**src/sv/pab_pkg.sv**
```systemverilog
`timescale 1ns / 1ps
// ---------------------------------------------------------------------------
// Plane association package
// Beat types, stage types and codes shared by the plane association block.
// ---------------------------------------------------------------------------
package pab_pkg;

   localparam int VAL_W     = 32;
   localparam int PROD_W    = 64;
   localparam int SUM_W     = 66;
   localparam int DIST_W    = 31;
   localparam int ANGLE_W   = 17;
   localparam int IDX_W     = 10;
   localparam int KIND_W    = 2;
   localparam int CSR_IDX_W = 2;

   // item kinds
   localparam logic [KIND_W-1:0] KIND_PLANE  = 2'd0;
   localparam logic [KIND_W-1:0] KIND_NORMAL = 2'd1;
   localparam logic [KIND_W-1:0] KIND_POINT  = 2'd2;

   // register indexes
   localparam logic [CSR_IDX_W-1:0] CSR_DIST  = 2'd0;
   localparam logic [CSR_IDX_W-1:0] CSR_ANGLE = 2'd1;

   typedef struct packed {
      logic [KIND_W-1:0]       kind;
      logic signed [VAL_W-1:0] val_x;
      logic signed [VAL_W-1:0] val_y;
      logic signed [VAL_W-1:0] val_z;
      logic signed [VAL_W-1:0] val_w;
      logic                    query_last;
   } req_type;

   typedef struct packed {
      logic              matched;
      logic [IDX_W-1:0]  match_index;
      logic [DIST_W-1:0] match_distance;
      logic              too_many;
   } rsp_type;

   typedef struct packed {
      logic signed [VAL_W-1:0] a;
      logic signed [VAL_W-1:0] b;
      logic signed [VAL_W-1:0] c;
      logic signed [VAL_W-1:0] d;
   } plane_type;

   typedef struct packed {
      logic [KIND_W-1:0]        kind;
      logic                     query_last;
      logic signed [PROD_W-1:0] prod_x;
      logic signed [PROD_W-1:0] prod_y;
      logic signed [PROD_W-1:0] prod_z;
      logic signed [SUM_W-1:0]  offset;
   } prod_type;

   typedef struct packed {
      logic [KIND_W-1:0] kind;
      logic              query_last;
      logic              gate_pass;
      logic [DIST_W-1:0] pt_dist;
   } score_type;

endpackage

```
**src/sv/pab_mag.sv**
```systemverilog
`timescale 1ns / 1ps
// ---------------------------------------------------------------------------
// Plane association magnitude stage
// Sum, absolute value, angle gate and saturated distance, registered.
// ---------------------------------------------------------------------------
module pab_mag #(
   parameter int FRAC_BITS = 16
) (
   input  logic                                clock,
   input  logic                                reset,
   input  logic                                adv,
   input  logic                                in_valid,
   input  pab_pkg::prod_type                   in_item,
   input  logic [pab_pkg::ANGLE_W-1:0]         angle_threshold,
   output logic                                out_valid,
   output pab_pkg::score_type                  out_item
);
   import pab_pkg::*;

   logic signed [SUM_W-1:0] sum;
   logic [SUM_W-1:0]        mag;
   logic [SUM_W-1:0]        angle_q;
   logic [SUM_W-1:0]        shifted;
   logic                    valid_ff;
   score_type               item_ff;
   score_type               item_in;

   always_comb begin
      sum = SUM_W'(in_item.prod_x) + SUM_W'(in_item.prod_y)
          + SUM_W'(in_item.prod_z) + in_item.offset;
      mag     = sum[SUM_W-1] ? SUM_W'(-sum) : SUM_W'(sum);
      angle_q = SUM_W'(angle_threshold) << FRAC_BITS;
      shifted = mag >> FRAC_BITS;

      item_in.kind       = in_item.kind;
      item_in.query_last = in_item.query_last;
      item_in.gate_pass  = mag > angle_q;
      if (|shifted[SUM_W-1:DIST_W]) begin
         item_in.pt_dist = '1;
      end else begin
         item_in.pt_dist = shifted[DIST_W-1:0];
      end
   end

   always_ff @(posedge clock) begin
      if (reset) begin
         valid_ff <= 1'b0;
      end else if (adv) begin
         valid_ff <= in_valid;
      end
   end

   always_ff @(posedge clock) begin
      if (adv) begin
         item_ff <= item_in;
      end
   end

   assign out_valid = valid_ff;
   assign out_item  = item_ff;

endmodule

```
**config.mk**
```make
export PLATFORM = sky130hd
export DESIGN_NAME = pab_mag
export DESIGN_NICKNAME = d
export VERILOG_FILES = /design/src/sv/pab_pkg.sv /design/src/sv/pab_mag.sv
export SDC_FILE = /design/constraint.sdc
export NUM_CORES = 1
export LEC_CHECK = 0
export ABC_AREA = 1
export BUFFER_PORTS_ARGS = -buffer_cell sky130_fd_sc_hd__buf_4
export CORE_UTILIZATION = 34
export CTS_BUF_LIST = sky130_fd_sc_hd__clkbuf_16
export DETAILED_ROUTE_END_ITERATION = 6
export GPL_TIMING_DRIVEN = 0
export PLACE_DENSITY = 0.6
export RECOVER_POWER = 25
export SLEW_MARGIN = 20
export SYNTH_ARGS = -nofsm -noshare
export SYNTH_HDL_FRONTEND = slang
export SYNTH_SLANG_ARGS = --single-unit
```
**constraint.sdc**
```tcl
create_clock -name clock -period 7.5 [get_ports clock]
set_input_delay 0 -clock clock [delete_from_list [all_inputs] [get_ports clock]]
set_output_delay 0 -clock clock [all_outputs]
set_load 0.03 [all_outputs]
```
==> reports/results.tsv, run 1 <==
stage	metric	value	unit
timing	RSZ-0062 raised after global routing	no	
worst_setup_path	Worst setup EP type	flip-flop	
cells_and_area	area grow syn2layout	22.7	%
detailed_routing	DR vias	15200	
synthesis	register area share after synthesis	0.0747	
worst_setup_path	critical path class	input port to flip-flop	
power_and_ir_drop	sw power	3270	µW
synthesis	post-synthesis compound-gate area fraction	0.0529	
clock_tree	clock root buffer	clkbuf_16	
cells_and_area	Nets	3246	
worst_setup_path	CP Data Required Time	7510	ps
detailed_routing	Antenna Violating Nets Remaining	0	
floorplanning	chip height	207	µm
timing	Max Fclk	0.150	GHz
cells_and_area	n_diodes	0	
clock_tree	post-CTS setup buffer count	0	
worst_hold_path	worst hold path type	input port to flip-flop	
timing	relative slew slack	-0.226	
outcome	status	complete, but fails checks	
worst_setup_path	Buf/Inv on CP	8	
placed_design	Routability Congestion	0.972	
clock_tree	CTS buffer count	5	
grt	GR Util All Layers	0.220	
synthesis	Netlist cell types	44	
power_and_ir_drop	share of power burned in the clock network	0.044	
power_and_ir_drop	Leak Pwr	0.0102	µW
outcome	violated checks	max-capacitance violations, max-slew violations	
clock_tree	post-CTS resize count	0	
clock_tree	CTS sink cnt	36	
job	max-capacitance violation count	1	
synthesis	post-synthesis xor/xnor area fraction	0.0195	
clock_tree	H-tree level count	2	
clock_tree	CTS Buffer Depth	2	
worst_setup_path	startpoint types	input port	
synthesis	Avg Inst Size Synth	5.92	µm²
timing	Slew @ Worst Pin	1840	ps
floorplanning	Initial Util	0.348	
floorplanning	die width	207	µm
worst_setup_path	Crit path largest cell delay	530	ps
floorplanning	I/O pin count	318	
power_and_ir_drop	P_int	1890	µW
timing	final worst path period need	6660	ps
placed_design	IO buf count	317	
synthesis	Synth area leaders	nand2_1, fa_1, inv_1	
worst_setup_path	Crit Path Max Fanout	10	
synthesis	area share of the largest cell type after synthesis	0.205	
detailed_routing	drt total wl	46900	µm
timing	Final Skew	0	ps
power_and_ir_drop	part of the power in registers	0.045	
detailed_routing	DRC Markers	0	
cells_and_area	layout cell share with drive strength beyond 1	0.177	
worst_setup_path	most frequent CP cell	nand2_1	
timing	Hold Fails Final Rpt	0	
detailed_routing	initial DRC count	916	
floorplanning	row cnt	74	
placed_design	HPWL after DPL	43000	µm
cells_and_area	Sequential Area	0.00107	mm²
synthesis	synthesized cell area	0.0143	mm²
power_and_ir_drop	maximum vdd drop	0.113	mV
synthesis	mux contribution to synthesized area	0.000698	
synthesis	largest family of logic cells by synthesized area	simple AND/OR/NAND/NOR gates	
synthesis	cell count after synthesis	2422	
grt	antenna violations before repair	0	
synthesis	adder-cell share of the synthesized area	0.254	
worst_setup_path	worst path arrival time	6670	ps
clock_tree	CTS tree	done	
timing	Setup Total Neg Slack	0	ps
detailed_routing	drt first pass iters	6	
floorplanning	core area	0.0412	mm²
power_and_ir_drop	total power	5160	µW
clock_tree	worst-skew pair later-pin latency	270	ps
timing	crit share post-route	0.888	
synthesis	Post-Synth Simple-Gate Area	0.420	
worst_setup_path	slowest cell on the critical path	fa_1	
timing	max-slew violations	37	
timing	Final Setup Violations	0	
grt	first-pass GRT wire length	76800	µm
grt	grt ovf	0	
grt	number of global-route vias before repair	15200	
detailed_routing	routed length per placed instance	14.3	µm
grt	pin count of the biggest net entering global routing	37	
synthesis	Synth Register Bits	36	
cells_and_area	fillers	4427	
cells_and_area	multi-input logic area	0.0107	mm²
detailed_routing	routed vias/inst	4.63	
power_and_ir_drop	power share of the combinational group	0.911	
synthesis	area leader, netlist	nand2_1	
cells_and_area	final core utilization	0.427	
synthesis	syn nets	2917	
synthesis	yosys warns	0	
clock_tree	clk slew on worst S/H paths	50	ps
worst_setup_path	CP top delay family	simple AND/OR/NAND/NOR gates	
floorplanning	die area	0.0430	mm²
power_and_ir_drop	Switching Share	0.634	
power_and_ir_drop	PD cells	293	mW/mm²
clock_tree	cts hold-fix bufs	5	
[metal layers]
layer | up-vias | wire, µm | GRT usage
met5 | - | 0 | 0
met4 | 0 | 756 | 0.0368
met3 | 42 | 1890 | 0.0127
met2 | 376 | 21400 | 0.380
met1 | 6914 | 22900 | 0.304
li1 | 7875 | - | -
[area by class of cell]
class / instances / area share
Multi-Input combinational cell: 1718 / 0.608
Inverter: 653 / 0.139
Buffer: 15 / 0.00633
Clock buffer: 5 / 0.00711
Clock inverter: 3 / 0.00220
Sequential cell: 36 / 0.0609
Timing Repair Buffer: 322 / 0.138
Tap cell: 532 / 0.0378
[synth_stat cells (all sizes together)]
master    n
o41ai     1
edfxtp   35
inv     650
o21ai    42
nand2   824
clkbuf    1
a21o      2
mux2i     1
clkinv    3
ha       83
nand4    35
nor2    251
xor2     27
o21a      3
a21boi    1
o221ai    2
dfxtp     1
fa      130
xnor2     4
a21oi    76
or2       1
nand3b   23
nor4      3
buf      14
a221oi    2
nand3   183
o21bai    5
o31ai     3
and2      2
nor3     14
[state kept, by name, indices dropped and copies added (netlist names)]
| signal | cells |
|---|---|
| out_item | 35 |
| out_valid | 1 |
[cells in the final DEF, fill, tap and decap left out, types with 11 or more instances in the layout]
cell and n:
nor3_1 12, nand2_1 785, nor2_2 26, nand2_2 32, nand3b_1 22, nor2_4 11, fa_1 130, nand4_1 35
a21oi_1 74, nor2_1 214, nand3_1 130, xor2_1 26, inv_1 637, nand3_2 52, ha_1 83, o21ai_0 40
edfxtp_1 35, buf_4 316, inv_2 14
[worst register-to-register path: stages, from the launching register on]
cell and delay (ps):
dfxtp_1 340, mux2i_1 70, nor2_1 150, dlygate4sd3_1 550
[final timing paths]
kind,slack (ps),cells after the start,start,endpoint
min reg2reg,1060,3,out_valid,out_valid
max,840,36,in_item[1],out_item[31]
max reg2reg,6350,3,out_valid,out_valid
min,450,2,in_item[258],out_item[32]
[stage by stage]
stage          hold slack, ps  setup slack (ps)  std cells  cell area [µm²]
2_1_floorplan            72.4              2250       2422            14300
3_3_place_gp              160               703       3271            17400
3_5_place_dp              167               647       3271            17400
4_1_cts                   205               918       3284            17600
5_1_grt                   451               397       3284            17600
6_report                  448               841       3284            17600
[power by group through the flow]
stage	clock network, µW	registers, µW	logic [µW]
3_5_place_dp	0	238	4650
2_1_floorplan	0	261	3310
5_1_grt	236	236	5350
6_report	225	235	4700
3_3_place_gp	0	238	4590
4_1_cts	229	234	4670
[logic make-up (layout without fill, tap and decap cells)]
kind of cell / Yosys count / count (layout)
buf+inv: 668 / 998
xor+xnor: 31 / 31
fa+ha+maj: 213 / 213
compound gates: 137 / 137
mux: 1 / 1
simple gates: 1336 / 1336
flops: 36 / 36
No activity file was read; power rests on OpenSTA's default activity.
==> inputs of run 2 (changes only) <==
--- a/config.mk
+++ b/config.mk
@@ -7,11 +7,11 @@
 export LEC_CHECK = 0
 export ABC_AREA = 1
 export BUFFER_PORTS_ARGS = -buffer_cell sky130_fd_sc_hd__buf_4
-export CORE_UTILIZATION = 34
+export CORE_UTILIZATION = 30
 export CTS_BUF_LIST = sky130_fd_sc_hd__clkbuf_16
 export DETAILED_ROUTE_END_ITERATION = 6
 export GPL_TIMING_DRIVEN = 0
-export PLACE_DENSITY = 0.6
+export PLACE_DENSITY = 0.55
 export RECOVER_POWER = 25
 export SLEW_MARGIN = 20
 export SYNTH_ARGS = -nofsm -noshare
==> reports/results.tsv, run 2 (synthesis gave the netlist of run 1 again) <==
stage	metric	value	unit	change
outcome	violated checks	design-rule violations, max-capacitance violations, max-slew violations		was max-capacitance violations, max-slew violations
timing	crit share post-route	0.888		about the same
floorplanning	core area	0.0469	mm²	was 0.0412 mm²
worst_setup_path	Worst R2R Start	out_valid		unchanged
floorplanning	Initial Util	0.306		was 0.348
grt	first-pass GRT wire length	75600	µm	was 76,800 µm
timing	RSZ-0062 raised after global routing	no		unchanged
power_and_ir_drop	Leak Pwr	0.0102	µW	unchanged
clock_tree	CTS sink cnt	36		unchanged
placed_design	IO buf count	317		unchanged
worst_setup_path	logic depth of the worst path, buffers included	36		unchanged
power_and_ir_drop	share of power burned in the clock network	0.043		was 0.044
worst_setup_path	critical path class	input port to flip-flop		unchanged
worst_setup_path	r2r worst-path depth	3		unchanged
placed_design	post-placement cell count	3346		was 3,271
detailed_routing	initial DRC count	917		was 916
clock_tree	CTS Buffer Depth	2		unchanged
cells_and_area	final core utilization	0.378		was 0.427
timing	max-slew violations	37		unchanged
detailed_routing	routed length per placed instance	14.1	µm	was 14.3 µm
timing	Slew @ Worst Pin	1860	ps	was 1840 ps
clock_tree	CTS tree	done		unchanged
detailed_routing	drt first pass iters	7		was 6
worst_setup_path	CP Data Required Time	7510	ps	about the same
worst_setup_path	CP top delay family	simple AND/OR/NAND/NOR gates		unchanged
cells_and_area	max reg flops	35		unchanged
worst_setup_path	Reg2Reg Setup Slack	6320	ps	was 6350 ps
worst_setup_path	Worst Setup SP	in_item[1]		unchanged
detailed_routing	routed wl met3	2070	µm	was 1890 µm
worst_setup_path	Worst setup EP type	flip-flop		unchanged
worst_setup_path	Buf/Inv on CP	8		unchanged
detailed_routing	Top Metal Used	met4		unchanged
power_and_ir_drop	P_int	1890	µW	about the same
clock_tree	worst-skew pair later-pin latency	270	ps	about the same
grt	pin count of the biggest net entering global routing	37		unchanged
timing	Hold Fails Final Rpt	0		unchanged
power_and_ir_drop	power share of the combinational group	0.911		about the same
job	max-capacitance violation count	1		unchanged
outcome	status	complete, but fails checks		unchanged
timing	relative slew slack	-0.240		was -0.226
detailed_routing	met2 WL	21500	µm	was 21,400 µm
placed_design	HPWL after DPL	43800	µm	was 43,000 µm
floorplanning	die width	221	µm	was 207 µm
worst_setup_path	startpoint types	input port		unchanged
clock_tree	CTS buffer count	5		unchanged
timing	Setup Total Neg Slack	0	ps	unchanged
worst_setup_path	Critical Path End	out_item[31]		unchanged
worst_hold_path	hold depth	2		unchanged
detailed_routing	Met1 Wirelength	23000	µm	was 22,900 µm
worst_setup_path	Crit path largest cell delay	520	ps	was 530 ps
power_and_ir_drop	part of the power in registers	0.045		about the same
timing	Final Skew	0	ps	unchanged
power_and_ir_drop	Switching Share	0.636		was 0.634
floorplanning	chip height	221	µm	was 207 µm
worst_setup_path	slowest cell on the critical path	fa_1		unchanged
cells_and_area	area grow syn2layout	23.4	%	was 22.7%
worst_hold_path	worst hold path type	input port to flip-flop		unchanged
grt	grt ovf	0		unchanged
clock_tree	H-tree level count	2		unchanged
worst_setup_path	FF-to-FF End	out_valid		unchanged
clock_tree	post-CTS resize count	0		unchanged
floorplanning	row cnt	79		was 74
timing	final worst path period need	6660	ps	about the same
detailed_routing	routed vias/inst	4.52		was 4.63
cells_and_area	Nets	3246		unchanged
detailed_routing	Antenna Violating Nets Remaining	0		unchanged
cells_and_area	n_diodes	0		unchanged
timing	Max Fclk	0.150	GHz	about the same
cells_and_area	most common cell after layout, fill and taps aside	nand2_1		unchanged
power_and_ir_drop	maximum vdd drop	0.0985	mV	was 0.113 mV
grt	antenna violations before repair	0		unchanged
placed_design	Routability Congestion	0.908		was 0.972
grt	GR Util All Layers	0.195		was 0.220
detailed_routing	DR vias	15200		about the same
clock_tree	clock root buffer	clkbuf_16		unchanged
timing	hold_ws	448	ps	about the same
cells_and_area	layout cell share with drive strength beyond 1	0.177		unchanged
grt	number of global-route vias before repair	15000		was 15,200
detailed_routing	drt total wl	47400	µm	was 46,900 µm
power_and_ir_drop	total power	5170	µW	was 5160 µW
worst_setup_path	most frequent CP cell	nand2_1		unchanged
floorplanning	I/O pin count	318		unchanged
timing	Final Setup Violations	0		unchanged
power_and_ir_drop	PD cells	292	mW/mm²	was 293 mW/mm²
cells_and_area	most frequent cells in the layout	nand2_1, inv_1, buf_4, nor2_1		unchanged
clock_tree	clk slew on worst S/H paths	50	ps	about the same
cells_and_area	fin cells	3359		was 3,284
worst_setup_path	Crit Path Max Fanout	10		unchanged
cells_and_area	fillers	5174		was 4,427
floorplanning	die area	0.0487	mm²	was 0.0430 mm²
worst_setup_path	worst path arrival time	6670	ps	about the same
detailed_routing	DRC Markers	16		was 0
power_and_ir_drop	sw power	3290	µW	was 3270 µW
[run 2: power groups by stage]
stage	sequential [µW]	clock (µW)	combinational [µW]
6_report	235	225	4710
5_1_grt	236	235	5360
4_1_cts	234	229	4710
3_5_place_dp	238	0	4690
3_3_place_gp	238	0	4630
2_1_floorplan	261	0	3310
[run 2: worst reg2reg max path: cells and delay by family, from the launching register on]
| family | cells | cell delay, ps |
|---|---|---|
| buffers and inverters | 1 | 550 |
| multiplexers | 1 | 140 |
| flip-flops | 1 | 310 |
| AND/OR/NAND/NOR | 1 | 60 |
[run 2: stage by stage]
step / setup WS (ps) / cell area [µm²]
floorplan: 2250 / 14300
global placement: 677 / 17500
detailed placement: 538 / 17500
CTS: 824 / 17700
global route: 267 / 17700
finish: 840 / 17700
[run 2: how the worst min path moves through the flow]
stage	from	to	slack (ps)
global route	in_item[258]	out_item[32]	470
global placement	reset	out_valid	160
finish	in_item[259]	out_item[33]	450
CTS	adv	out_item[32]	200
detailed placement	reset	out_valid	160
floorplan	reset	out_valid	70
[run 2: area by class of cell]
cell class                 instances  area (µm²)  area share
inverter                         653        2450       0.139
clock buffer                       5         125     0.00707
buffer                            15         111     0.00630
clock inverter                     3        38.8     0.00219
tap                              607         759      0.0429
timing repair buffer             322        2430       0.137
multi-input combinational       1718       10700       0.605
sequential                        36        1070      0.0606
[run 2: what timing repair did]
action	CTS	global route
hold buffers	5	0
setup buffers	0	0
hold endpoints to repair	4	0
[run 2: metal layers]
| metal | track usage | vias to the layer above |
|---|---|---|
| li1 | - | 7866 |
| met1 | 0.275 | 6898 |
| met2 | 0.333 | 381 |
| met3 | 0.00811 | 37 |
| met4 | 0.0354 | 0 |
| met5 | 0 | - |
