File: src/sv/pab_pkg.sv
`timescale 1ns / 1ps
// ---------------------------------------------------------------------------
// Plane association package
// Beat types, stage types and codes shared by the plane association block.
// ---------------------------------------------------------------------------
package pab_pkg;

   localparam int VAL_W     = 32;
   localparam int PROD_W    = 64;
   localparam int SUM_W     = 66;
   localparam int DIST_W    = 31;
   localparam int ANGLE_W   = 17;
   localparam int IDX_W     = 10;
   localparam int KIND_W    = 2;
   localparam int CSR_IDX_W = 2;

   // item kinds
   localparam logic [KIND_W-1:0] KIND_PLANE  = 2'd0;
   localparam logic [KIND_W-1:0] KIND_NORMAL = 2'd1;
   localparam logic [KIND_W-1:0] KIND_POINT  = 2'd2;

   // register indexes
   localparam logic [CSR_IDX_W-1:0] CSR_DIST  = 2'd0;
   localparam logic [CSR_IDX_W-1:0] CSR_ANGLE = 2'd1;

   typedef struct packed {
      logic [KIND_W-1:0]       kind;
      logic signed [VAL_W-1:0] val_x;
      logic signed [VAL_W-1:0] val_y;
      logic signed [VAL_W-1:0] val_z;
      logic signed [VAL_W-1:0] val_w;
      logic                    query_last;
   } req_type;

   typedef struct packed {
      logic              matched;
      logic [IDX_W-1:0]  match_index;
      logic [DIST_W-1:0] match_distance;
      logic              too_many;
   } rsp_type;

   typedef struct packed {
      logic signed [VAL_W-1:0] a;
      logic signed [VAL_W-1:0] b;
      logic signed [VAL_W-1:0] c;
      logic signed [VAL_W-1:0] d;
   } plane_type;

   typedef struct packed {
      logic [KIND_W-1:0]        kind;
      logic                     query_last;
      logic signed [PROD_W-1:0] prod_x;
      logic signed [PROD_W-1:0] prod_y;
      logic signed [PROD_W-1:0] prod_z;
      logic signed [SUM_W-1:0]  offset;
   } prod_type;

   typedef struct packed {
      logic [KIND_W-1:0] kind;
      logic              query_last;
      logic              gate_pass;
      logic [DIST_W-1:0] pt_dist;
   } score_type;

endpackage

File: src/sv/pab_judge.sv
`timescale 1ns / 1ps
// ---------------------------------------------------------------------------
// Plane association judge stage
// Query state, candidate scoring, best match tracking and result register.
// ---------------------------------------------------------------------------
module pab_judge #(
   parameter int MAX_MAP_PLANES = 1024,
   parameter int FRAC_BITS      = 16
) (
   input  logic                        clock,
   input  logic                        reset,
   input  logic                        in_valid,
   input  pab_pkg::score_type          in_item,
   input  logic [pab_pkg::DIST_W-1:0]  dist_threshold,
   input  logic                        rsp_stall,
   output logic                        hold,
   output logic                        rsp_valid,
   output pab_pkg::rsp_type            rsp_data
);
   import pab_pkg::*;

   localparam int CNT_W = $clog2(MAX_MAP_PLANES + 1);
   localparam logic [DIST_W-1:0] HUNDRED_Q = DIST_W'(64'd100 << FRAC_BITS);
   localparam logic [DIST_W-1:0] DIST_RESET =
      DIST_W'(((64'd1 << FRAC_BITS) * 64'd2 + 64'd5) / 64'd10);
   localparam logic [CNT_W-1:0] CNT_MAX = CNT_W'(MAX_MAP_PLANES);

   logic              gate_ff,  gate_in;
   logic [DIST_W-1:0] mind_ff,  mind_in;
   logic [DIST_W-1:0] best_ff,  best_in;
   logic [IDX_W-1:0]  bidx_ff,  bidx_in;
   logic              have_ff,  have_in;
   logic [CNT_W-1:0]  cnt_ff,   cnt_in;
   logic              ovf_ff,   ovf_in;
   logic              rsp_valid_ff, rsp_valid_in;
   rsp_type           rsp_data_ff,  rsp_data_in;
   logic              fire;
   logic              emit;

   // result stage blocks only a last item while the held result is not taken
   assign hold = in_valid && in_item.query_last && rsp_valid_ff && rsp_stall;
   assign fire = in_valid && !hold;
   assign emit = fire && in_item.query_last;

   always_comb begin
      gate_in = gate_ff;
      mind_in = mind_ff;
      best_in = best_ff;
      bidx_in = bidx_ff;
      have_in = have_ff;
      cnt_in  = cnt_ff;
      ovf_in  = ovf_ff;
      rsp_data_in = rsp_data_ff;

      if (fire) begin
         case (in_item.kind)
            KIND_PLANE: begin
               gate_in = 1'b0;
               mind_in = HUNDRED_Q;
               best_in = dist_threshold;
               bidx_in = '0;
               have_in = 1'b0;
               cnt_in  = '0;
               ovf_in  = 1'b0;
            end
            KIND_NORMAL: begin
               if (gate_in && (mind_in < best_in)) begin
                  best_in = mind_in;
                  bidx_in = IDX_W'(cnt_in - CNT_W'(1));
                  have_in = 1'b1;
               end
               gate_in = 1'b0;
               if (cnt_in >= CNT_MAX) begin
                  ovf_in = 1'b1;
               end else begin
                  cnt_in  = cnt_in + CNT_W'(1);
                  gate_in = in_item.gate_pass;
                  mind_in = HUNDRED_Q;
               end
            end
            KIND_POINT: begin
               if (gate_in && (in_item.pt_dist < mind_in)) begin
                  mind_in = in_item.pt_dist;
               end
            end
            default: begin
            end
         endcase

         if (in_item.query_last) begin
            if (gate_in && (mind_in < best_in)) begin
               best_in = mind_in;
               bidx_in = IDX_W'(cnt_in - CNT_W'(1));
               have_in = 1'b1;
            end
            rsp_data_in.matched        = have_in;
            rsp_data_in.match_index    = have_in ? bidx_in : '0;
            rsp_data_in.match_distance = have_in ? best_in : '0;
            rsp_data_in.too_many       = ovf_in;
            gate_in = 1'b0;
            mind_in = HUNDRED_Q;
            best_in = dist_threshold;
            bidx_in = '0;
            have_in = 1'b0;
            cnt_in  = '0;
            ovf_in  = 1'b0;
         end
      end
   end

   always_comb begin
      if (emit) begin
         rsp_valid_in = 1'b1;
      end else if (!rsp_stall) begin
         rsp_valid_in = 1'b0;
      end else begin
         rsp_valid_in = rsp_valid_ff;
      end
   end

   always_ff @(posedge clock) begin
      if (reset) begin
         gate_ff      <= 1'b0;
         mind_ff      <= HUNDRED_Q;
         best_ff      <= DIST_RESET;
         bidx_ff      <= '0;
         have_ff      <= 1'b0;
         cnt_ff       <= '0;
         ovf_ff       <= 1'b0;
         rsp_valid_ff <= 1'b0;
      end else begin
         gate_ff      <= gate_in;
         mind_ff      <= mind_in;
         best_ff      <= best_in;
         bidx_ff      <= bidx_in;
         have_ff      <= have_in;
         cnt_ff       <= cnt_in;
         ovf_ff       <= ovf_in;
         rsp_valid_ff <= rsp_valid_in;
      end
   end

   always_ff @(posedge clock) begin
      if (emit) begin
         rsp_data_ff <= rsp_data_in;
      end
   end

   assign rsp_valid = rsp_valid_ff;
   assign rsp_data  = rsp_data_ff;

endmodule

File: config.mk
export PLATFORM = sky130hd
export DESIGN_NAME = pab_judge
export DESIGN_NICKNAME = d
export VERILOG_FILES = /design/src/sv/pab_pkg.sv /design/src/sv/pab_judge.sv
export SDC_FILE = /design/constraint.sdc
export NUM_CORES = 1
export LEC_CHECK = 0
export BUFFER_PORTS_ARGS = -buffer_cell sky130_fd_sc_hd__buf_2
export CAP_MARGIN = 30
export CORE_UTILIZATION = 59
export DETAILED_ROUTE_END_ITERATION = 8
export GPL_ROUTABILITY_DRIVEN = 0
export PLACE_DENSITY = 0.85
export SYNTH_ARGS = -nofsm -noshare
export SYNTH_HDL_FRONTEND = slang
export SYNTH_SLANG_ARGS = --single-unit
File: constraint.sdc
create_clock -name clock -period 6.75 [get_ports clock]
set_input_delay 1.35 -clock clock [delete_from_list [all_inputs] [get_ports clock]]
set_output_delay 1.35 -clock clock [all_outputs]
set_load 0.05 [all_outputs]
==> summary.md, run 1 <==
| Metric | Value |
|---|---|
| Cell area after synthesis | `8850 µm²` |
| Clock Pin Slew Worst Setup and Hold Paths | `60 ps` |
| Netlist cell types | `62` |
| Leading area contributor after synthesis | `dfxtp_1` |
| Largest net degree at the start of global routing | `88` |
| Worst slew margin | `31.7%` |
| YS warnings | `0` |
| Status | `complete, but fails checks` |
| RR Startpoint | `best_ff[2]$_SDFFE_PP0P_` |
| Clk buf depth | `2` |
| CP startpoint | `in_item[29]` |
| Final hold vios | `0` |
| Post-Synthesis Cells | `985` |
| Via density | `6.82` |
| Post-CTS setup buffer count | `0` |
| Critical Path AT | `6250 ps` |
| Sum Neg Setup Slack | `0 ps` |
| GRT overflow | `0` |
| Cts repair resizes | `0` |
| Routed WL | `26,500 µm` |
| Die H | `125 µm` |
| Top-area cell type share of the netlist area | `19.7%` |
| Main area contributors after synthesis | `dfxtp_1 (20%), edfxtp_1 (15%), ha_1 (13%)` |
| CTS sink cnt | `130` |
| Period utilization | `88.7%` |
| Violated checks | `DRC` |
| First-pass GRT wire length | `41,700 µm` |
| Actual transition at the worst max-transition pin | `1020 ps` |
| Syn avg cell area | `8.99 µm²` |
| Htree depth | `4` |
| Vias | `8,629` |
| DR DRC count | `1` |
| ANT cells | `0` |
| Synthesis-stage register bit count | `130` |
| Pleak | `4.17 nW` |
| Setup violation total in the final timing report | `0` |
| CORE AREA | `14,600 µm²` |
| Post-synth EDFFs | `43` |
| Sequential area share after synthesis | `34.3%` |
| R2R setup slack | `800 ps` |
| P&R area growth vs syn | `14.8%` |
| Synthesized net count | `1,149` |
| Primary FF master, synth | `dfxtp_1` |
| Pre-Repair DR Iteration Count | `8` |
| GRT Overall Usage | `34.1%` |
| DPL Wire Length | `17,500 µm` |
| R2r endpoint | `rsp_data[2]$_SDFFCE_PN0P_` |
| FF-to-FF path depth | `20` |
| Hold Crit Class | `register to register` |
| # port buffers | `114` |
| Final Skew | `10.3 ps` |
| Fill cells | `1,093` |
| Share of cells above drive strength 1 | `18.1%` |
| Startpoint Class | `primary input` |
| Die span in x | `125 µm` |
| Post-synth ARST share | `0%` |
| Power Total | `2.10 mW` |
| Die ar. | `15,500 µm²` |
| CTS buffer count | `17` |
| I/O pins | `115` |
| Unrepaired setup endpoints after global routing | `no` |
| Cell area power density | `206 nW/µm²` |
| Kind of critical path | `primary input to register` |
| Peak VDD IR | `189 µV` |
| Slew Viols, Final | `0` |
| Tmin final | `5980 ps` |
| Worst-path fanout max | `17` |
| Setup crit end | `rsp_data[2]$_SDFFCE_PN0P_` |
| Nets | `1,233` |
| Initial core utilization | `60.7%` |
| Final ANT Viol Nets | `0` |
| # rows | `44` |
| Worst-skew pair later-pin latency | `430 ps` |
| Initial antenna violation count | `1` |
| Required time worst endpoint | `7020 ps` |
| Root Buffer | `clkbuf_16` |
| Max Cap Viol | `0` |
| Vias in the first global route | `8,162` |
| CP endpoint kind | `register` |
| TritonCTS clock tree | `yes` |
| Routed len/inst | `20.9 µm` |
| Hold-fix buffers, CTS | `0` |
| Fmax | `0.167 GHz` |
| Starting DRT DRC Count | `935` |
## final cells by class
cell class | count | area, µm² | share of cell area [%]
multi-input combinational | 709 | 5270 | 51.8
sequential | 130 | 3030 | 29.8
timing repair buffer | 133 | 746 | 7.34
clock buffer | 23 | 489 | 4.81
inverter | 78 | 293 | 2.88
tap | 184 | 230 | 2.27
clock inverter | 9 | 103 | 1.01
## metal layers
layer | track usage [%] | part of all wire (%)
met2 | 51.4 | 45
met5 | 0 | 0
met4 | 19.3 | 4.7
met1 | 44.3 | 40
met3 | 8.51 | 11
## logic make-up after synthesis
family | after synthesis | share of synthesized area (%)
DFF | 130 | 34.3
adders and majority gates | 94 | 13.3
buffers and inverters | 146 | 6.61
xor gates and xnor gates | 18 | 1.78
muxes | 8 | 0.918
and+or+nand+nor | 226 | 12.7
AOI/OAI and AO/OA | 363 | 30.5
## layout by cell type, fill, tap and decap left out, types with 10 or more instances in the layout
master / synthesis / final
nand4_1: 20 / 20
nor2b_1: 26 / 26
a21o_1: 16 / 16
a221oi_1: 10 / 10
dfxtp_1: 87 / 87
inv_1: 78 / 78
edfxtp_1: 43 / 43
o21ai_0: 48 / 48
a21oi_1: 50 / 48
clkbuf_16: 0 / 18
o2bb2ai_1: 19 / 19
a22o_1: 27 / 27
o2bb2ai_2: 12 / 12
a22oi_1: 77 / 77
nor2_1: 79 / 77
o22ai_1: 34 / 34
buf_2: 9 / 114
o22a_1: 31 / 31
buf_4: 1 / 17
nand2_1: 44 / 43
ha_1: 94 / 94
nor3_1: 15 / 15
## sequential cells by signal, summed over array words and instances, names as in the netlist
name / cells
rsp_data: 43
best_ff: 31
mind_ff: 31
cnt_ff: 11
bidx_ff: 10
gate_ff: 1
have_ff: 1
ovf_ff: 1
rsp_valid: 1
## stage by stage
| stage | hold WS (ps) | utilization (%) | cell area [µm²] | cells | worst slack, ps |
|---|---|---|---|---|---|
| 6_report | 489 | 69.6 | 10200 | 1266 | 765 |
| 5_1_grt | 536 | 69.6 | 10200 | 1266 | 473 |
| 4_1_cts | 493 | 69.6 | 10200 | 1266 | 880 |
| 2_1_floorplan | 456 | - | 8850 | 985 | 1580 |
| 3_5_place_dp | 480 | 65.6 | 9570 | 1234 | 434 |
| 3_3_place_gp | 473 | 65.4 | 9540 | 1233 | 600 |
## cells in the mapped netlist, types with 9 or more instances
library cell / count
o21ai_0: 48
dfxtp_1: 87
a21o_1: 16
inv_1: 78
o2bb2ai_2: 12
a22o_1: 27
a21oi_1: 50
o22a_1: 31
nand2_1: 44
nor2_1: 79
xor2_1: 9
a221oi_1: 10
o22ai_1: 34
buf_2: 9
nor2b_1: 26
ha_1: 94
xnor2_1: 9
edfxtp_1: 43
a22oi_1: 77
o2bb2ai_1: 19
nand4_1: 20
nor3_1: 15
clkbuf_1: 53
## critical path, cell delays in order
cell       delay [ps]
buf_2             130
ha_1              320
nand4_1           180
nor2_1             70
a221oi_1          280
o221ai_1          220
a21oi_1           300
and2_1            700
a22o_1            320
ha_1              260
a21o_1            200
a21o_1            180
a21oi_1           120
o21ai_0           150
a221oi_1          410
o21ai_1           240
nor2_4            290
buf_4             340
o2bb2ai_1         170
## worst min-delay path by stage
stage / to / cells after the start / from
6_report: bidx_ff[7]$_SDFFE_PP0P_ / 2 / bidx_ff[7]$_SDFFE_PP0P_
5_1_grt: bidx_ff[7]$_SDFFE_PP0P_ / 2 / bidx_ff[7]$_SDFFE_PP0P_
4_1_cts: bidx_ff[7]$_SDFFE_PP0P_ / 2 / bidx_ff[7]$_SDFFE_PP0P_
3_5_place_dp: bidx_ff[7]$_SDFFE_PP0P_ / 2 / bidx_ff[7]$_SDFFE_PP0P_
3_3_place_gp: bidx_ff[6]$_SDFFE_PP0P_ / 2 / bidx_ff[6]$_SDFFE_PP0P_
2_1_floorplan: bidx_ff[4]$_SDFFE_PP0P_ / 2 / bidx_ff[4]$_SDFFE_PP0P_
## report_power, final
part	total, mW	leakage, nW	switching (mW)	internal, mW
registers	0.846	1.13	0.0154	0.831
clock network	0.931	0.286	0.349	0.582
logic	0.319	2.75	0.213	0.106
total	2.10	4.17	0.577	1.52
Power figures use the tool's default switching activity.
==> run 2: changes to the inputs <==
--- a/config.mk
+++ b/config.mk
@@ -5,7 +5,7 @@
 export SDC_FILE = /design/constraint.sdc
 export NUM_CORES = 1
 export LEC_CHECK = 0
-export BUFFER_PORTS_ARGS = -buffer_cell sky130_fd_sc_hd__buf_2
+export BUFFER_PORTS_ARGS = -buffer_cell sky130_fd_sc_hd__buf_4
 export CAP_MARGIN = 30
 export CORE_UTILIZATION = 59
 export DETAILED_ROUTE_END_ITERATION = 8
==> run 2 against run 1 <==
The run now ends clean; first-iteration DRC count up 14%; clock power down 8.1%; core utilization up 1.4 points; worst setup slack worse by 120 ps; non-clock buffer count down 2; critical path depth up 2; die area unchanged; clock skew down 3.7 ps; register-to-register slack better by 390 ps; hold slack better by 3.8 ps; critical path type unchanged; highest routed layer unchanged.
==> summary.md, run 2 (synthesis results as in run 1) <==
| Metric | Value |
|---|---|
| Die H | `125 µm` |
| Tmin final | `6110 ps` |
| # port buffers | `114` |
| Die ar. | `15,500 µm²` |
| Post-CTS setup buffer count | `0` |
| CP max stage cell | `and2_1` |
| Nets | `1,231` |
| RR Startpoint | `best_ff[2]$_SDFFE_PP0P_` |
| Status | `completed` |
| FF-to-FF path depth | `22` |
| Worst path bufs/invs | `3` |
| Final ANT Viol Nets | `0` |
| Hold Crit Class | `register to register` |
| Placed Area | `9820 µm²` |
| Hold-fix buffers, CTS | `0` |
| Met2 wire length | `12,300 µm` |
| Startpoint Class | `primary input` |
| Period utilization | `90.5%` |
| GRT Overall Usage | `34.6%` |
| First-pass GRT wire length | `42,700 µm` |
| Worst-path fanout max | `21` |
| Share of cells above drive strength 1 | `17.8%` |
| Initial core utilization | `60.7%` |
| Area of the multi-input gates | `5270 µm²` |
| Peak VDD IR | `201 µV` |
| Combinational Power Share | `16.3%` |
| Setup violation total in the final timing report | `0` |
| Top Layer Used | `met4` |
| CP endpoint kind | `register` |
| DR DRC count | `0` |
| Sw Ratio | `27.6%` |
| Most frequent cells in the layout | `buf_4 (130), ha_1 (94), dfxtp_1 (87)` |
| Clock Pin Slew Worst Setup and Hold Paths | `60 ps` |
| CORE AREA | `14,600 µm²` |
| CP top delay family | `compound AO/OA/AOI/OAI gates` |
| Clk buf depth | `2` |
| Cell area power density | `196 nW/µm²` |
| Clock network power share | `42.1%` |
| TritonCTS clock tree | `yes` |
| # rows | `44` |
| NetSw | `0.562 mW` |
| Cts repair resizes | `0` |
| Sequential cell area | `3030 µm²` |
| Critical Path AT | `6380 ps` |
| R2R setup slack | `1190 ps` |
| Worst-skew pair later-pin latency | `430 ps` |
| Kind of critical path | `primary input to register` |
| Slew Viols, Final | `0` |
| Pleak | `4.23 nW` |
| Vias in the first global route | `8,214` |
| Hold wc startpoint | `bidx_ff[9]$_SDFFE_PP0P_` |
| I/O pins | `115` |
| Final Skew | `6.64 ps` |
| Fill cells | `1,055` |
| Routed WL | `26,700 µm` |
| R2r endpoint | `rsp_data[19]$_SDFFCE_PN0P_` |
| Unrepaired setup endpoints after global routing | `no` |
| CP startpoint | `in_item[30]` |
| CTS sink cnt | `130` |
| P_int | `1.47 mW` |
| Starting DRT DRC Count | `1,064` |
| Die span in x | `125 µm` |
| Hold Path End | `bidx_ff[9]$_SDFFE_PP0P_` |
| Max reg flops | `43` |
| Fmax | `0.164 GHz` |
| Root Buffer | `clkbuf_16` |
| CP dominant cell by count | `buf_4` |
| Required time worst endpoint | `7020 ps` |
| GRT overflow | `0` |
| CTS buffer count | `17` |
| Largest net degree at the start of global routing | `88` |
| Design area | `10,400 µm²` |
| Actual transition at the worst max-transition pin | `997 ps` |
| Routed len/inst | `21.1 µm` |
| Commonest non-fill, non-tap cell in the layout | `buf_4` |
| Initial antenna violation count | `0` |
| Max Cap Viol | `0` |
| Worst slew margin | `33.5%` |
| Crit-path cells | `buf_4 -> ha_1 -> nand4_1 -> nor2_1 -> a221oi_1 -> o221ai_1 -> a21oi_1 -> and2_1 -> a22o_1 -> ha_1 -> a21o_1 -> a21oi_1 -> nor2b_1 -> o21ai_0 -> nand2b_1 -> a221oi_1 -> o21ai_1 -> nor2_4 -> buf_4 -> buf_4 -> o2bb2ai_1` |
| Crit path largest cell delay | `810 ps` |
| M1 WL | `10,900 µm` |
| Via density | `6.81` |
| Reg power frac | `41.6%` |
| P&R area growth vs syn | `17.0%` |
| Pre-Repair DR Iteration Count | `6` |
| DPL Wire Length | `17,600 µm` |
| Sum Neg Setup Slack | `0 ps` |
| Htree depth | `4` |
| Hold depth | `2` |
| Vias | `8,617` |
| Metal3 WL | `2530 µm` |
| Final hold vios | `0` |
==> run 2: changes by cell type in the layout (fill, tap and decap cells not counted) <==
cell | before | now
buf_2 | 114 | 0
buf_4 | 17 | 130
clkbuf_1 | 3 | 6
clkinv_2 | 3 | 5
clkinvlp_4 | 2 | 0
buf_16 | 1 | 0
bufinv_16 | 2 | 1
clkbuf_16 | 18 | 17
clkinv_4 | 1 | 0
diode_2 | 0 | 1
nand2b_1 | 7 | 6
nand2b_2 | 0 | 1
==> run 2: final cells by class <==
cell class / instances / share of cell area, %
multi-input cells: 709 / 50.9
flip-flops and latches: 130 / 29.3
repair buffers: 131 / 9.61
clock buffers: 25 / 4.59
inverters: 78 / 2.83
well taps: 184 / 2.22
clock inverters: 7 / 0.568
diodes: 1 / 0.0242
==> run 2: worst max-delay path by stage <==
| stage | depth (start not counted) | end | slack [ps] |
|---|---|---|---|
| floorplan | 20 | rsp_data[11]$_SDFFCE_PN0P_ | 1580 |
| global placement | 20 | rsp_data[18]$_SDFFCE_PN0P_ | 550 |
| finish | 21 | rsp_data[19]$_SDFFCE_PN0P_ | 640 |
| detailed placement | 20 | rsp_data[19]$_SDFFCE_PN0P_ | 380 |
| CTS | 21 | rsp_data[18]$_SDFFCE_PN0P_ | 720 |
| global route | 21 | rsp_data[19]$_SDFFCE_PN0P_ | 290 |
==> run 2: metrics by stage <==
stage	setup WS [ps]	std cells	utilization, %	hold slack (ps)	power, mW
floorplan	1580	985	-	456	1.07
global placement	553	1232	67.3	466	1.18
detailed placement	376	1232	67.3	483	1.18
CTS	718	1264	71.0	494	2.03
global route	287	1264	71.0	513	2.10
finish	642	1265	71.0	492	2.03
==> run 2: power by group through the flow <==
stage | logic [mW] | registers (mW) | clock network (mW)
3_5_place_dp | 0.321 | 0.862 | 0
3_3_place_gp | 0.315 | 0.862 | 0
4_1_cts | 0.325 | 0.846 | 0.859
5_1_grt | 0.356 | 0.849 | 0.893
2_1_floorplan | 0.176 | 0.892 | 0
6_report | 0.332 | 0.847 | 0.856
==> run 2: worst min-delay path: cells and delay by family, from the launching register on <==
kind	cells	cell delay (ps)
and+or+nand+nor	1	70
DFF	1	330
AOI/OAI and AO/OA	1	60
==> run 2: routing by layer <==
metal	vias to the layer above	track usage, %
met1	4085	45.5
met5	-	0
met2	570	53.9
met3	85	6.62
met4	0	17.9
li1	3877	-
==> run 3: changes to the inputs <==
==> constraint.sdc (replaced) <==
create_clock -name clock -period 6.75 [get_ports clock]
set_input_delay 0.3375 -clock clock [delete_from_list [all_inputs] [get_ports clock]]
set_output_delay 0.3375 -clock clock [all_outputs]
set_load 0.05 [all_outputs]
==> run 3 against run 2 <==
Die area did not move; hold slack worse by 330 ps; critical path depth fell by 2; sequential share of layout area about the same; highest routed layer unchanged; critical path type is now register to register.
==> summary.md, run 3 (synthesis results as in run 1) <==
| Metric | Value |
|---|---|
| Vias | `8,485` |
| Combinational Power Share | `15.9%` |
| Hold-fix buffers, CTS | `0` |
| Clock network power share | `43.2%` |
| Kind of critical path | `register to register` |
| Final hold vios | `0` |
| Die H | `125 µm` |
| Status | `completed` |
| Max reg flops | `43` |
| ANT cells | `0` |
| Largest net degree at the start of global routing | `88` |
| Cell area power density | `200 nW/µm²` |
| CORE AREA | `14,600 µm²` |
| NetSw | `0.580 mW` |
| Startpoint Class | `register` |
| CTS buffer count | `17` |
| Die span in x | `125 µm` |
| Non-Filler Instances | `1,261` |
| Pre-CTS setup slack | `979 ps` |
| Hold depth | `3` |
| GRT Overall Usage | `33.8%` |
| P&R area growth vs syn | `16.9%` |
| CP top delay family | `compound AO/OA/AOI/OAI gates` |
| Power Total | `2.07 mW` |
| Pleak | `4.22 nW` |
| Core Util, Final | `70.9%` |
| Worst-path fanout max | `21` |
| Peak VDD IR | `201 µV` |
| Most frequent cells in the layout | `buf_4 (128), ha_1 (94), dfxtp_1 (87)` |
| Design area | `10,300 µm²` |
| Tmin final | `5960 ps` |
| Period utilization | `88.3%` |
| Slew Viols, Final | `0` |
| Sw Ratio | `28.0%` |
| Critical Path AT | `6210 ps` |
| TritonCTS clock tree | `yes` |
| DPL Wire Length | `17,500 µm` |
| Worst path bufs/invs | `2` |
| Commonest non-fill, non-tap cell in the layout | `buf_4` |
| Post-CTS setup buffer count | `0` |
| Cts repair resizes | `0` |
| Final worst slack | `791 ps` |
| DR DRC count | `0` |
| Pre-Repair DR Iteration Count | `6` |
| Crit path largest cell delay | `800 ps` |
| Sum Neg Setup Slack | `0 ps` |
| Placed Area | `9780 µm²` |
| Die ar. | `15,500 µm²` |
| Initial core utilization | `60.7%` |
| Hold Crit Class | `primary input to register` |
| CP endpoint kind | `register` |
| CTS sink cnt | `130` |
| Final Skew | `8.68 ps` |
| First-pass GRT wire length | `41,800 µm` |
| I/O pins | `115` |
| FF-to-FF path depth | `19` |
| Starting DRT DRC Count | `1,226` |
| Clock Pin Slew Worst Setup and Hold Paths | `60 ps` |
| Share of cells above drive strength 1 | `18.0%` |
| Reg power frac | `40.9%` |
| Required time worst endpoint | `7000 ps` |
| Nets | `1,228` |
| Placed Instances | `1,229` |
| Hold Worst Slack | `159 ps` |
| Routed len/inst | `20.9 µm` |
| Clk buf depth | `2` |
| CP max stage cell | `and2_1` |
| Setup violation total in the final timing report | `0` |
| WP depth | `19` |
| P_int | `1.49 mW` |
| Crit-path cells | `inv_1 -> ha_1 -> nand4_1 -> nor2_1 -> a221oi_1 -> o221ai_1 -> a21oi_1 -> and2_1 -> a22o_1 -> ha_1 -> a21o_1 -> a21o_1 -> a21oi_1 -> o21ai_0 -> a221oi_1 -> o21ai_1 -> nor2_4 -> buf_4 -> o2bb2ai_1` |
| GRT overflow | `0` |
| Via density | `6.73` |
| Worst slew margin | `28.5%` |
| Fmax | `0.168 GHz` |
| Final ANT Viol Nets | `0` |
| Root Buffer | `clkbuf_16` |
| Initial antenna violation count | `0` |
| Worst-skew pair later-pin latency | `440 ps` |
| Max Cap Viol | `0` |
| # port buffers | `114` |
| Vias in the first global route | `8,122` |
| Actual transition at the worst max-transition pin | `1070 ps` |
| Routed WL | `26,300 µm` |
| Htree depth | `4` |
| # rows | `44` |
| Unrepaired setup endpoints after global routing | `no` |
[run 3: cell type report]
cell class	instances	area (µm²)
clock buffer	24	524
multi-input combinational	709	5260
tap	184	230
inverter	78	293
fill	1102	4240
timing repair buffer	128	961
clock inverter	8	47.5
sequential	130	3030
[run 3: power by group through the flow]
stage / registers (mW) / logic [mW] / clock network, mW
after floorplan: 0.892 / 0.176 / 0
after global placement: 0.862 / 0.314 / 0
after detailed placement: 0.863 / 0.320 / 0
after CTS: 0.847 / 0.323 / 0.892
after global routing: 0.849 / 0.352 / 0.922
final: 0.847 / 0.329 / 0.894
[run 3: path summary, 6_finish.rpt]
path | from | endpoint | slack, ps
setup / recovery | mind_ff[29]$_SDFFE_PP0P_ | rsp_data[31]$_SDFFCE_PN0P_ | 790
hold / removal | dist_threshold[9] | best_ff[9]$_SDFFE_PP1P_ | 160
setup reg to reg | mind_ff[29]$_SDFFE_PP0P_ | rsp_data[31]$_SDFFCE_PN0P_ | 790
hold reg to reg | bidx_ff[7]$_SDFFE_PP0P_ | bidx_ff[7]$_SDFFE_PP0P_ | 490
[run 3: per-layer routing]
| layer | wire length (µm) | global-route usage [%] | part of all wire [%] |
|---|---|---|---|
| met1 | 10600 | 44.5 | 40 |
| met2 | 12100 | 53.1 | 46 |
| met3 | 2770 | 6.44 | 11 |
| met4 | 860 | 16.4 | 3.3 |
| met5 | 0 | 0 | 0 |
[run 3: worst register-to-register path, stage by stage, from the launching register on]
cell	delay [ps]
dfxtp_1	440
inv_1	70
ha_1	310
nand4_1	170
nor2_1	70
a221oi_1	270
o221ai_1	240
a21oi_1	300
and2_1	800
a22o_1	380
ha_1	290
a21o_1	190
a21o_1	170
a21oi_1	170
o21ai_0	130
a221oi_1	450
o21ai_1	250
nor2_4	520
buf_4	350
o2bb2ai_1	200
